`config.mk`:
```
export PLATFORM = sky130hd
export DESIGN_NAME = tbbe_queue
export DESIGN_NICKNAME = d
export VERILOG_FILES = /design/src/tbbe_queue.sv
export SDC_FILE = /design/constraint.sdc
export NUM_CORES = 1
export LEC_CHECK = 0
export ABC_CLOCK_PERIOD_IN_PS = 3100
export BUFFER_PORTS_ARGS = -buffer_cell sky130_fd_sc_hd__buf_2
export CAP_MARGIN = 20
export CELL_PAD_IN_SITES_DETAIL_PLACEMENT = 0
export CELL_PAD_IN_SITES_GLOBAL_PLACEMENT = 1
export CORE_MARGIN = 2
export CORE_UTILIZATION = 47
export DETAILED_ROUTE_END_ITERATION = 16
export GPL_ROUTABILITY_DRIVEN = 1
export PLACE_DENSITY = 0.76
export REMOVE_ABC_BUFFERS = 1
export SLEW_MARGIN = 0
export SYNTH_ARGS = -nofsm -noshare
export SYNTH_HDL_FRONTEND = slang
export SYNTH_SLANG_ARGS = --single-unit
```
`constraint.sdc`:
```
create_clock -name clk -period 3.1 [get_ports clk]
set_clock_uncertainty 0.05 [all_clocks]
set_input_delay 0.62 -clock clk [delete_from_list [all_inputs] [get_ports clk]]
set_output_delay 0.62 -clock clk [all_outputs]
set_load 0.01 [all_outputs]
```
`src/tbbe_queue.sv`:
```
module tbbe_queue #(
  parameter int WIDTH = 8,
  parameter int DEPTH = 4
) (
  input  logic             clk,
  input  logic             rst_n,
  input  logic             push,
  input  logic [WIDTH-1:0] push_data,
  output logic             full,
  input  logic             pop,
  output logic             not_empty,
  output logic [WIDTH-1:0] head_data
);
  localparam int PTR_W = $clog2(DEPTH);
  localparam int CNT_W = $clog2(DEPTH + 1);

  logic [WIDTH-1:0] mem_r [DEPTH];
  logic [PTR_W-1:0] wr_ptr_r, wr_ptr_nxt, rd_ptr_r, rd_ptr_nxt;
  logic [CNT_W-1:0] count_r, count_nxt;
  logic             do_push, do_pop;

  assign full      = (count_r == CNT_W'(DEPTH));
  assign not_empty = (count_r != '0);
  assign head_data = mem_r[rd_ptr_r];
  assign do_push   = push && !full;
  assign do_pop    = pop && not_empty;

  always_comb begin
    wr_ptr_nxt = wr_ptr_r;
    rd_ptr_nxt = rd_ptr_r;
    count_nxt  = count_r;
    if (do_push) begin
      wr_ptr_nxt = (wr_ptr_r == PTR_W'(DEPTH - 1)) ? '0 : wr_ptr_r + 1'b1;
    end
    if (do_pop) begin
      rd_ptr_nxt = (rd_ptr_r == PTR_W'(DEPTH - 1)) ? '0 : rd_ptr_r + 1'b1;
    end
    if (do_push && !do_pop) begin
      count_nxt = count_r + 1'b1;
    end else if (do_pop && !do_push) begin
      count_nxt = count_r - 1'b1;
    end
  end

  always_ff @(posedge clk) begin
    if (!rst_n) begin
      wr_ptr_r <= '0;
      rd_ptr_r <= '0;
      count_r  <= '0;
    end else begin
      wr_ptr_r <= wr_ptr_nxt;
      rd_ptr_r <= rd_ptr_nxt;
      count_r  <= count_nxt;
    end
  end

  always_ff @(posedge clk) begin
    if (do_push) begin
      mem_r[wr_ptr_r] <= push_data;
    end
  end

endmodule

```
# == Word-level counts from Yosys, hierarchy flattened ==
# Memories as Yosys holds them, arrays and structs flattened. A register that Yosys moved wholly into a read port is not among the register bits.
# Cells that the tools add are included.
# word_totals
n_memories,1
mem_bits_rw,32
inputBits,12
reg_bits,7
# classes
n_eq_ne,3
n_addsub,4
muxes,8
reduce_logical,9
# mem_list
name,words,width,read_ports,rd_clocked_by_memory_dff,wr,line,text
mem_r,4,8,1,1,1,17,logic [WIDTH-1:0] mem_r [DEPTH];
# ops
cell,n
$mux 2,4
$mux 3,2
$add 2x1->2 const B,2
$eq 2x2->1 const B,2
$logic_and 1x1->1,4
$add 3x1->3 const B,1
$eq 3x3->1 const B,1
$logic_not 1->1,3
$reduce_bool 3->1,1
$sub 3x1->3 const B,1
$mux 1,2
$reduce_bool 2->1,1

# == Logic depth before layout (Yosys ltp) ==
# depth
word_depth,7
mapped_depth,9
ltp_nobuf,8

# == Least setup slack after synthesis ==
# Ideal clock, no wire load.
# synth_path
kind,input -> register
from,in push
to,reg count_r[2]
setup_ps,76
arrival_ps,2171
slack_ps,803
required_ps,2974
cell_stages,8
path_cell_list,nor2b_1 > buf_2 > ha_1 > inv_1 > fa_1 > xor2_1 > or3_2 > a21boi_0
# synth_between
elab_chain_len,4
word_cells_on_any_way,6
cone_classes,mux (1); reduce/logical (5)
# synth_lines
item,line,text
start: declaration,7,"input logic push,"
$logic_and 1x1->1 *,25,assign do_push = push && !full;
via do_push,20,"logic do_push, do_pop;"
$logic_not 1->1,40,end else if (do_pop && !do_push) begin
$logic_and 1x1->1,40,
$reduce_bool 2->1 (no line),--,
end signal: assignment,53,count_r <= count_nxt;
end: declaration,19,"logic [CNT_W-1:0] count_r, count_nxt;"
# Mark *: on every way through the listed nets, which the timed path passes. The rest lies on a longest branch.
# A chain may end at the register's enable or synchronous reset.

# == Worst setup path after layout ==
# layout_path
from,reg count_r[0]
to,reg count_r[2]
# layout_between
elab_chain_len,6
word_cells_on_any_way,14
cone_classes,add/sub (2); eq/ne (1); mux (2); reduce/logical (9)
# layout_lines
item
"parallel branches: the longest is 6 deep, another holds $sub 3x1->3"
# Several ways; the timed one is not identified. The select of a mux whose other input is x is not followed.

==> impl_metrics.json <==
{
  "status": "complete, no violations",
  "diodes": 0,
  "first_global_vias": 877,
  "power_density_nw_per_um2": 808.4,
  "port_buffers": 21,
  "ant_nets": 0,
  "yosysSeqAreaShare": 0.6989,
  "syn2layout_area_growth_pct": 15.40,
  "post_drt_wl_per_cell_um": 14.69,
  "die_area_sq_um": 3961,
  "rows": 21,
  "grt_first_pass_wirelength_mm": 4.105,
  "cts_buffers": 5,
  "syn_inst": 93,
  "overflow": 0,
  "grt_start_max_net_pins": 15,
  "fin_setup_tns_ns": 0,
  "cp_max_fo": 5,
  "cts_hold_buf": 0,
  "final_cell_mix": "edfxtp_1, buf_2, dfxtp_1",
  "period_minus_slack_ns": 2.530,
  "avgSynthCellArea_sq_um": 17.56,
  "core-area_sq_um": 3337,
  "insertion_delay_ns": 0.34,
  "vias_per_cell": 5.073,
  "hold_viol": 0,
  "postCtsSetupRepairBufs": 0,
  "relSlewSlack": 0.6115,
  "synth_cell_types": 23,
  "chipWidth_um": 62.94,
  "max_slew.worst_pin.slew_ns": 0.5778,
  "hold_class": "in -> reg",
  "setup.worst_path.start_class": "register",
  "netlist.area_leader.share": 0.5885,
  "path_class": "reg -> reg",
  "syn-cell-area_sq_um": 1633,
  "io-pin-count": 22,
  "fill_cells": 283,
  "hold-worst-slack_ns": 0.4330,
  "drt_iter0_drc": 31,
  "dp_hpwl_mm": 1.698,
  "timing.final.ws_setup_ns": 0.5697,
  "drt_wl_total_mm": 2.409,
  "final_util": 0.5647,
  "ys_top_cells_by_area": "edfxtp_1, dfxtp_1, mux4_2, ha_1, and2_1",
  "ys_ff_latch": 41,
  "max_cap_viol_count": 0,
  "yosys_warnings": 0,
  "mostFrequentLayoutCell": "edfxtp_1",
  "die_y_um": 62.94,
  "nets": 136,
  "stdcell_area_sq_um": 1884,
  "clock_path_buffers": 2,
  "dpl_cell_area_sq_um": 1778,
  "finalWeightedCongestion": 0.6819,
  "slew_violations": 0,
  "layout-drive-gt1-share": 0.3305,
  "vias": 832,
  "grt_usage": 0.1439,
  "fmax_mhz": 395.2,
  "clk_pin_slew_worst_paths_ns": 0.12,
  "ir_worst_vdd_mv": 0.4190,
  "cts-resized-gates": 0,
  "cts_root_buffer": "clkbuf_4",
  "drc": 0,
  "arrival_ns": 2.76,
  "required_ns": 3.33,
  "clkSinkCount": 41,
  "rsz0062_at_grt": "false",
  "htreeDepth": 2,
  "p_leak_nw": 0.6907,
  "endpoint_kind": "register",
  "start_util": 0.4893,
  "antenna_found_initial": 0,
  "finalSetupViolCount": 0,
  "fin_crit_sh": 0.8162,
  "pre_cts_ws_ns": 0.4037,
  "cts_tree": "done",
  "first_pass_iters": 4,
  "yosysTopAreaCell": "edfxtp_1"
}
==> cells in the mapped netlist <==
| cell type | instances |
|---|---|
| xnor2_1 | 1 |
| nor2b_1 | 2 |
| xor2_1 | 1 |
| nor3b_2 | 1 |
| inv_1 | 3 |
| mux4_2 | 8 |
| o31ai_1 | 1 |
| ha_1 | 6 |
| a21boi_0 | 1 |
| fa_1 | 1 |
| dfxtp_1 | 9 |
| mux2i_1 | 3 |
| nand2_1 | 6 |
| or3_1 | 1 |
| nand3_1 | 2 |
| or3_2 | 1 |
| nor2_1 | 2 |
| clkbuf_1 | 1 |
| and2_1 | 5 |
| o21ai_0 | 3 |
| buf_1 | 1 |
| edfxtp_1 | 32 |
| buf_2 | 2 |
==> report_power, final <==
part           leakage [nW]  internal [mW]  switching, mW  total [mW]
logic                 0.268          0.190          0.163       0.352
clock network        0.0558          0.254          0.170       0.424
registers             0.367          0.676         0.0717       0.748
total                 0.691           1.12          0.404        1.52
==> sequential cells by signal, summed over array words and instances (netlist names), named ones only <==
name,count
mem_r,32
count_r,3
rd_ptr_r,2
wr_ptr_r,2
==> metrics by stage <==
stage | std cells | power, mW
3_3_place_gp | 156 | 1.104
4_1_cts | 164 | 1.549
3_5_place_dp | 156 | 1.122
5_1_grt | 164 | 1.615
2_1_floorplan | 89 | 0.9934
6_report | 164 | 1.523
==> metal layers <==
metal,global-route usage,vias up,part of all wire
li1,-,398,-
met1,0.1502,412,0.41
met2,0.2513,20,0.53
met3,0.06306,2,0.057
met4,0.05833,0,0.0066
met5,0,-,0
==> layout make-up <==
type | instances | area [sq um] | area share
timing repair buffer | 21 | 105.1 | 0.05578
inverter | 3 | 11.26 | 0.005976
multi-input combinational | 45 | 462.9 | 0.2457
tap | 46 | 57.56 | 0.03054
sequential | 41 | 1141 | 0.6056
clock buffer | 5 | 37.54 | 0.01992
clock inverter | 3 | 68.82 | 0.03652
==> final timing paths <==
| check | startpoint | to | slack (ns) | cells past startpoint |
|---|---|---|---|---|
| worst max-delay path | count_r[0] | count_r[2] | 0.57 | 7 |
| worst min-delay path | push_data[7] | mem_r[0][7] | 0.43 | 1 |
| worst max register to register | count_r[0] | count_r[2] | 0.57 | 7 |
| worst min register to register | wr_ptr_r[1] | wr_ptr_r[1] | 0.48 | 2 |
==> cell families (layout without fill, tap and decap cells) <==
family,Yosys count,count (layout),share of synthesized area
flops,41,41,0.6988
mux,11,11,0.1287
buf+inv,7,32,0.01762
fa+ha+maj,7,7,0.05824
simple gates,20,20,0.06744
xor+xnor,2,2,0.01073
compound gates,5,5,0.01839
==> critical path, cell delays in order, from the launching register on <==
cell and delay, ns:
dfxtp_1 0.40, o31ai_1 0.55, ha_1 0.29, inv_1 0.06
fa_1 0.37, xor2_1 0.19, or3_2 0.40, a21boi_0 0.16
Note: power is estimated with default switching activity, not from simulation.
