===== config.mk =====
export PLATFORM = sky130hd
export DESIGN_NAME = tbbe_front
export DESIGN_NICKNAME = d
export VERILOG_FILES = /design/src/tbbe_pkg.sv /design/src/tbbe_front.sv
export SDC_FILE = /design/constraint.sdc
export NUM_CORES = 1
export LEC_CHECK = 0
export ABC_AREA = 1
export BUFFER_PORTS_ARGS = -buffer_cell sky130_fd_sc_hd__buf_2
export CORE_MARGIN = 2
export CORE_UTILIZATION = 56
export DETAILED_ROUTE_END_ITERATION = 10
export GPL_ROUTABILITY_DRIVEN = 0
export PLACE_DENSITY = 0.8
export SLEW_MARGIN = 20
export SYNTH_ARGS = -nofsm -noshare
export SYNTH_HDL_FRONTEND = slang
export SYNTH_SLANG_ARGS = --single-unit

===== constraint.sdc =====
create_clock -name vclk -period 4.4
set_input_delay 0.22 -clock vclk [all_inputs]
set_output_delay 0.22 -clock vclk [all_outputs]
set_load 0.01 [all_outputs]

===== src/tbbe_pkg.sv =====
package tbbe_pkg;

  localparam int ENTRY_W     = 17;
  localparam int HOP_W       = 24;
  localparam int CFG_IDX_W   = 4;
  localparam int NUM_LOOKUPS = 11;

  // lookup slots
  localparam int LK_X       = 0;
  localparam int LK_Y       = 1;
  localparam int LK_Z       = 2;
  localparam int LK_XPY     = 3;
  localparam int LK_XMY     = 4;
  localparam int LK_X2      = 5;
  localparam int LK_Y2      = 6;
  localparam int LK_XPZ     = 7;
  localparam int LK_XMZ     = 8;
  localparam int LK_YPZ     = 9;
  localparam int LK_YMZ     = 10;

  typedef enum logic [CFG_IDX_W-1:0] {
    REG_LATTICE_MODE  = 4'd0,
    REG_HOP_NEAR      = 4'd1,
    REG_HOP_NEAR_BAR  = 4'd2,
    REG_HOP_DIAG      = 4'd3,
    REG_HOP_THIRD     = 4'd4,
    REG_HOP_VERT      = 4'd5,
    REG_HOP_VERT_BAR  = 4'd6,
    REG_HOP_VERT_DIAG = 4'd7
  } cfg_reg_e;

  typedef struct packed {
    logic [15:0] angle_x;
    logic [15:0] angle_y;
    logic [15:0] angle_z;
  } in_item_t;

  typedef struct packed {
    logic signed [31:0] energy_one;
    logic signed [31:0] energy_two;
    logic signed [31:0] energy_three;
  } out_item_t;

  typedef struct packed {
    logic                    lattice_mode;
    logic signed [HOP_W-1:0] hop_near;
    logic signed [HOP_W-1:0] hop_near_bar;
    logic signed [HOP_W-1:0] hop_diag;
    logic signed [HOP_W-1:0] hop_third;
    logic signed [HOP_W-1:0] hop_vert;
    logic signed [HOP_W-1:0] hop_vert_bar;
    logic signed [HOP_W-1:0] hop_vert_diag;
  } hop_cfg_t;

endpackage


===== src/tbbe_front.sv =====
module tbbe_front #(
  parameter int ANGLE_BITS      = 16,
  parameter int COS_TABLE_DEPTH = 1024,
  parameter int IDX_W           = 11
) (
  input  tbbe_pkg::in_item_t                             item,
  output logic [tbbe_pkg::NUM_LOOKUPS*(IDX_W+1)-1:0]     lk_o
);
  import tbbe_pkg::*;

  localparam int PW     = ANGLE_BITS + $clog2(COS_TABLE_DEPTH + 1);
  localparam int QSIZE  = 1 << (ANGLE_BITS - 2);
  localparam int HALF_Q = QSIZE / 2;

  logic [ANGLE_BITS-1:0] ax, ay, az;
  logic [ANGLE_BITS-1:0] ang [NUM_LOOKUPS];

  assign ax = ANGLE_BITS'(item.angle_x);
  assign ay = ANGLE_BITS'(item.angle_y);
  assign az = ANGLE_BITS'(item.angle_z);

  // sum, difference and doubled phases wrap naturally
  assign ang[LK_X]   = ax;
  assign ang[LK_Y]   = ay;
  assign ang[LK_Z]   = az;
  assign ang[LK_XPY] = ax + ay;
  assign ang[LK_XMY] = ax - ay;
  assign ang[LK_X2]  = ax << 1;
  assign ang[LK_Y2]  = ay << 1;
  assign ang[LK_XPZ] = ax + az;
  assign ang[LK_XMZ] = ax - az;
  assign ang[LK_YPZ] = ay + az;
  assign ang[LK_YMZ] = ay - az;

  always_comb begin
    logic [1:0]            quad;
    logic [ANGLE_BITS-2:0] pos;
    logic [PW-1:0]         prod;
    logic [PW-1:0]         idxf;
    lk_o = '0;
    for (int i = 0; i < NUM_LOOKUPS; i++) begin
      quad = ang[i][ANGLE_BITS-1:ANGLE_BITS-2];
      pos  = {1'b0, ang[i][ANGLE_BITS-3:0]};
      if (quad[0]) begin
        pos = (ANGLE_BITS-1)'(QSIZE) - pos;
      end
      prod = PW'(pos) * PW'(COS_TABLE_DEPTH) + PW'(HALF_Q);
      idxf = prod >> (ANGLE_BITS - 2);
      if (idxf > PW'(COS_TABLE_DEPTH)) begin
        idxf = PW'(COS_TABLE_DEPTH);
      end
      lk_o[i*(IDX_W+1) +: (IDX_W+1)] = {quad[1] ^ quad[0], idxf[IDX_W-1:0]};
    end
  end

endmodule


* Yosys cells after proc, flatten, opt, wreduce, memory -nomap -nowiden
Cells that the tools add are included.
W data, S select, Z words.
** Word-level totals
- Register bits :: 0
- Latch bits :: 0
- RAM bits :: 0
- Memory bits (read-only) :: 0
- Input port bits :: 48
- Output and inout port bits :: 132
- Memories :: 0
** Cells by class
- Add/sub/neg operators :: 28
- Multiply operators :: 0
- Div/mod/pow operators :: 0
- Order comparisons :: 11
- Equal/unequal tests :: 0
- Shifts and indexed selects :: 0
- Muxes and demuxes :: 22
- Bitwise operators :: 11
- Reductions and logical operators :: 0
** Operators with widths (count)
- $add A25 B14 Y26 const B :: 11
- $mux W15 :: 11
- $sub A15 B14 Y15 const A :: 11
- $gt A12 B11 Y1 const B :: 11
- $mux W11 :: 11
- $add A16 B16 Y16 :: 3
- $sub A16 B16 Y16 :: 3
- $xor A1 B1 Y1 :: 11

* Depth between registers and ports, before layout
- Word-level depth :: 6
- Mapped depth :: 28

* Worst setup path after synthesis
No wires, ideal clock.
- Path type :: input -> output
- From :: in item[29] (netlist bit)
- To :: out lk_o[48] (netlist bit)
- Arrival :: 3261 ps
- Required time :: 4180 ps
- Slack :: 919 ps
- Stages :: 28
- Buffers on the path :: 4
- Cell sequence :: clkbuf_1 inv_1 buf_1 ha_1 buf_2 nand2_1 inv_1 nand2_1 nand2_1 a21oi_1 nand2_1 nand2_1 nand2_2 buf_6 nand2_1 nand2_1 inv_1 ha_1 inv_1 nor2_2 nand3_2 nor2_2 nand2_1 nand2_1 nand2_1 nor2_1 nand2_2 a21oi_1
** On the way
- Cells in the longest elaborated chain, start to end :: 6
** RTL lines
- start, declared :: RTL line tbbe_front.sv:6 : input tbbe_pkg::in_item_t item,
- $sub A16 B16 Y16 (*) :: RTL line tbbe_front.sv:27 : assign ang[LK_XMY] = ax - ay;
- $sub A15 B14 Y15 :: RTL line tbbe_front.sv:45 : pos = (ANGLE_BITS-1)'(QSIZE) - pos;
- $mux W15 (*) :: RTL line tbbe_front.sv:44 : if (quad[0]) begin
- $add A25 B14 Y26 (*) :: RTL line tbbe_front.sv:47 : prod = PW'(pos) * PW'(COS_TABLE_DEPTH) + PW'(HALF_Q);
- $gt A12 B11 Y1 :: RTL line tbbe_front.sv:49 : if (idxf > PW'(COS_TABLE_DEPTH)) begin
- $mux W11 (*) :: RTL line tbbe_front.sv:49
- end, declared :: RTL line tbbe_front.sv:7 : output logic [tbbe_pkg::NUM_LOOKUPS*(IDX_W+1)-1:0] lk_o
Every way passes the cells marked *; elsewhere a longest branch is shown, timed or not.

* Final worst setup path
- From :: in item[32] (netlist bit)
- To :: out lk_o[96] (netlist bit)
** On the way
- Cells in the longest elaborated chain, start to end :: 6
** RTL lines
- $sub A16 B16 Y16 (*) :: RTL line tbbe_front.sv:31 : assign ang[LK_XMZ] = ax - az;
- $sub A15 B14 Y15 :: RTL line tbbe_front.sv:45
- $mux W15 (*) :: RTL line tbbe_front.sv:44
- $add A25 B14 Y26 (*) :: RTL line tbbe_front.sv:47
- $gt A12 B11 Y1 :: RTL line tbbe_front.sv:49
- $mux W11 (*) :: RTL line tbbe_front.sv:49
Marks and branches as above.

==> flow_results.org <==
** GRT
- The initial antenna violation count is 4.
- The first global-routing pass estimated 63,400 um of wire.
- In the global route stage, overall resource usage came out at 0.309.
- For this run the aggregate overflow at the end of global routing stands at 0.
- Entering global routing, the biggest net connects 22 pins.
- Number of global-route vias before repair :: 14,200

** Placed design
- Placed insts :: 2,966
- Detailed placement ended at an HPWL of 33,500 um.
- Number of port buffers :: 180

** Setup path
- For the worst setup path, the data required time is 4.18 ns.
- STA puts the critical path data arrival time at 3.78 ns.
- Cell at the slowest stage of the critical path :: fa_1
- The most critical setup path has its startpoint at item[32].
- Max stage delay on crit path :: 0.43 ns
- The worst setup path is of the input port to output port kind.
- Kind of start point of the critical path :: input port
- The critical path crosses 29 cells after its start point.
- Element type at the critical path end :: output port
- Crit-path leading delay family :: simple AND/OR/NAND/NOR gates
- Buffers & Inverters on Critical Path :: 6
- Among the stages of the critical path, the cell type that occurs most often is nand2_1.
- Highest fanout seen on the critical path :: 11

** Power
- Power Dens Cells :: 220 nW/um^2
- Cell internal power was estimated by the tool at 0.995 mW.
- Relative contribution of the clock network to total power :: 0
- Summing internal, switching and leakage power gives 2.99 mW.
- The worst-case IR drop observed on VDD is 0.144 mV.
- Share of total power in sequential cells :: 0
- Fraction of power consumed by combinational cells :: 1.000
- Switch share :: 0.667
- For this design the total switching power over the nets is 1.99 mW.
- Static leakage :: 8.25 nW

** Floorplan
- Measured along the x axis, the die boundary spans 154 um.
- Placeable core region :: 21,900 sq um
- The die covers 23,600 sq um.
- For this design the top-level I/O count stands at 180.
- Starting density of the core :: 0.573
- Number of rows in the core area :: 54
- Die Ht :: 154 um

** Timing
- The final hold violation count was 0.
- For the pin with the worst max-slew slack, the measured transition is 0.750 ns.
- The worst path in the final design needs a cycle of 4.00 ns, including I/O delays and setup.
- Number of setup violations in the final report :: 0
- Of the available clock period, the critical path in the final layout requires 0.909.
- Worst hold-check slack :: 0.810 ns
- Setup repair after global routing left no endpoint under its margin.
- Setup TNS after final layout :: 0 ns
- The total count of max-transition violations in the final report was 0.
- Slew headroom :: 0.495
- Based on the critical path, the design can be clocked at up to 0.250 GHz.

** Logic synthesis
- The fraction of the mapped netlist area in compound gates was 0.100.
- Area share of fa/ha/maj cells after synthesis :: 0.112
- Summed instance area of the synthesized netlist :: 12,500 sq um
- Of the total synthesized cell area, the portion taken by AND, OR, NAND and NOR gates is 0.576.
- Yosys warning count :: 0
- Of the post-synthesis cell area, the part taken by muxes is 0.
- By area, the combinational part of the netlist is dominated by simple AND/OR/NAND/NOR gates.
- Synth Area in XOR/XNOR :: 0.0628
- Cells after Synth :: 2,545
- Yosys mapped the design onto 49 distinct sky130hd cell types.
- Of the synthesized area, sequential elements account for 0.
- Synth Area per Inst :: 4.93 sq um
- When the netlist entered floorplanning its net count stood at 2,702.

** Cells and area
- Share of the core filled with cells :: 0.620
- Leaving out fill and tap cells, the most frequent cells in the layout are 975 x nand2_1, 384 x inv_1, 262 x nand3_1.
- Final nets :: 2,846
- Layout cells sized above 1 :: 0.118
- Most frequent standard cell in the layout excluding fill and tap cells :: nand2_1
- Seq_cells :: 0
- Clock buffer count in the final layout :: 0
- Once layout is complete, the cells apart from fillers number 2,972.
- Compared with the post-synthesis result, the final layout area differs by 8.26%.
- Registers take 0 sq um.

** Detailed routing
- Once detail routing completed, the nets flagged for antenna violations numbered 0.
- Using the TritonRoute via totals, the vias-per-cell ratio works out to 5.47.
- After detailed routing, the number of remaining DRC violations is 0.
- Avg WL per Cell :: 13.2 um
- The first routing iteration left 1,609 violations.
- For this block, the routed nets add up to 39,300 um of wire.
- Number of detailed-routing iterations run before antenna repair :: 10
- Via total after detailed routing :: 16,300

** Worst hold path
- Worst Hold Path Cells :: 3
- Startpoint of the most critical hold path :: item[47]
- Hold WC Path Type :: input port to output port

** Job
- Count of max-cap constraint violations :: 0

** Run status
- Status :: finished, final reports clean
==> final cells by class <==
| cell class | count | area (sq um) |
|---|---|---|
| inverter | 408 | 1540 |
| multi-input combinational | 2090 | 10700 |
| tap | 280 | 350 |
| fill | 2277 | 8320 |
| antenna | 5 | 12.5 |
| timing repair buffer | 189 | 968 |
==> kinds of logic after synthesis <==
kind of cell	Yosys count
xor+xnor	89
fa+ha+maj	109
buf+inv	456
simple gates	1678
compound gates	213
==> path summary, 6_finish.rpt <==
check                      end  slack (ns)
worst max-delay path  lk_o[96]        0.40
worst min-delay path  lk_o[11]        0.81
==> power groups by stage <==
stage / Clock (mW) / Combinational, mW / Sequential, mW
6_report: 0.000000152 / 2.99 / 0
5_1_grt: 0.0000000912 / 3.35 / 0
4_1_cts: 0 / 2.95 / 0
3_5_place_dp: 0 / 2.93 / 0
3_3_place_gp: 0 / 2.87 / 0
2_1_floorplan: 0 / 2.18 / 0
==> tightest hold or removal path, stage by stage <==
cell and delay [ns]:
buf_2 0.15, xor2_1 0.08, buf_2 0.13
==> cells in the mapped netlist (11+ instances only) <==
cell	count	area, sq um
xnor2_1	26	228
inv_2	21	78.8
buf_4	17	128
nand3_2	16	160
a21oi_1	93	465
o21ai_1	16	80.1
nor2_1	244	916
nand2_2	24	150
nor3_1	20	100
and2_1	11	68.8
nand3b_1	14	105
a21oi_2	12	105
ha_1	103	1290
nor2_2	33	206
nand2_1	975	3660
inv_1	384	1440
xor2_1	62	543
o21ai_0	45	225
nand4_1	58	363
nand3_1	263	1320
buf_2	15	75.1
==> metal layers <==
layer / routed length (um) / vias to the layer above / GRT usage
li1: - / 8272 / -
met1: 16400 / 7135 / 0.398
met2: 18100 / 737 / 0.554
met3: 3640 / 106 / 0.0248
met4: 1130 / 0 / 0.0795
met5: 0 / - / 0
==> per-stage QoR <==
step                cell area (sq um)  worst slack (ns)
floorplan                       12500             0.919
global placement                13500             0.496
detailed placement              13500             0.243
CTS                             13500             0.244
global route                    13600           0.00510
finish                          13600             0.401
==> timing repair <==
action | CTS | global route
resized for setup | 0 | 3
endpoints found under the setup margin | 0 | 12
hold buffers | 0 | 0
hold endpoints to repair | 0 | 0
setup buffers | 0 | 0
Note: power is estimated with default switching activity, not from simulation.
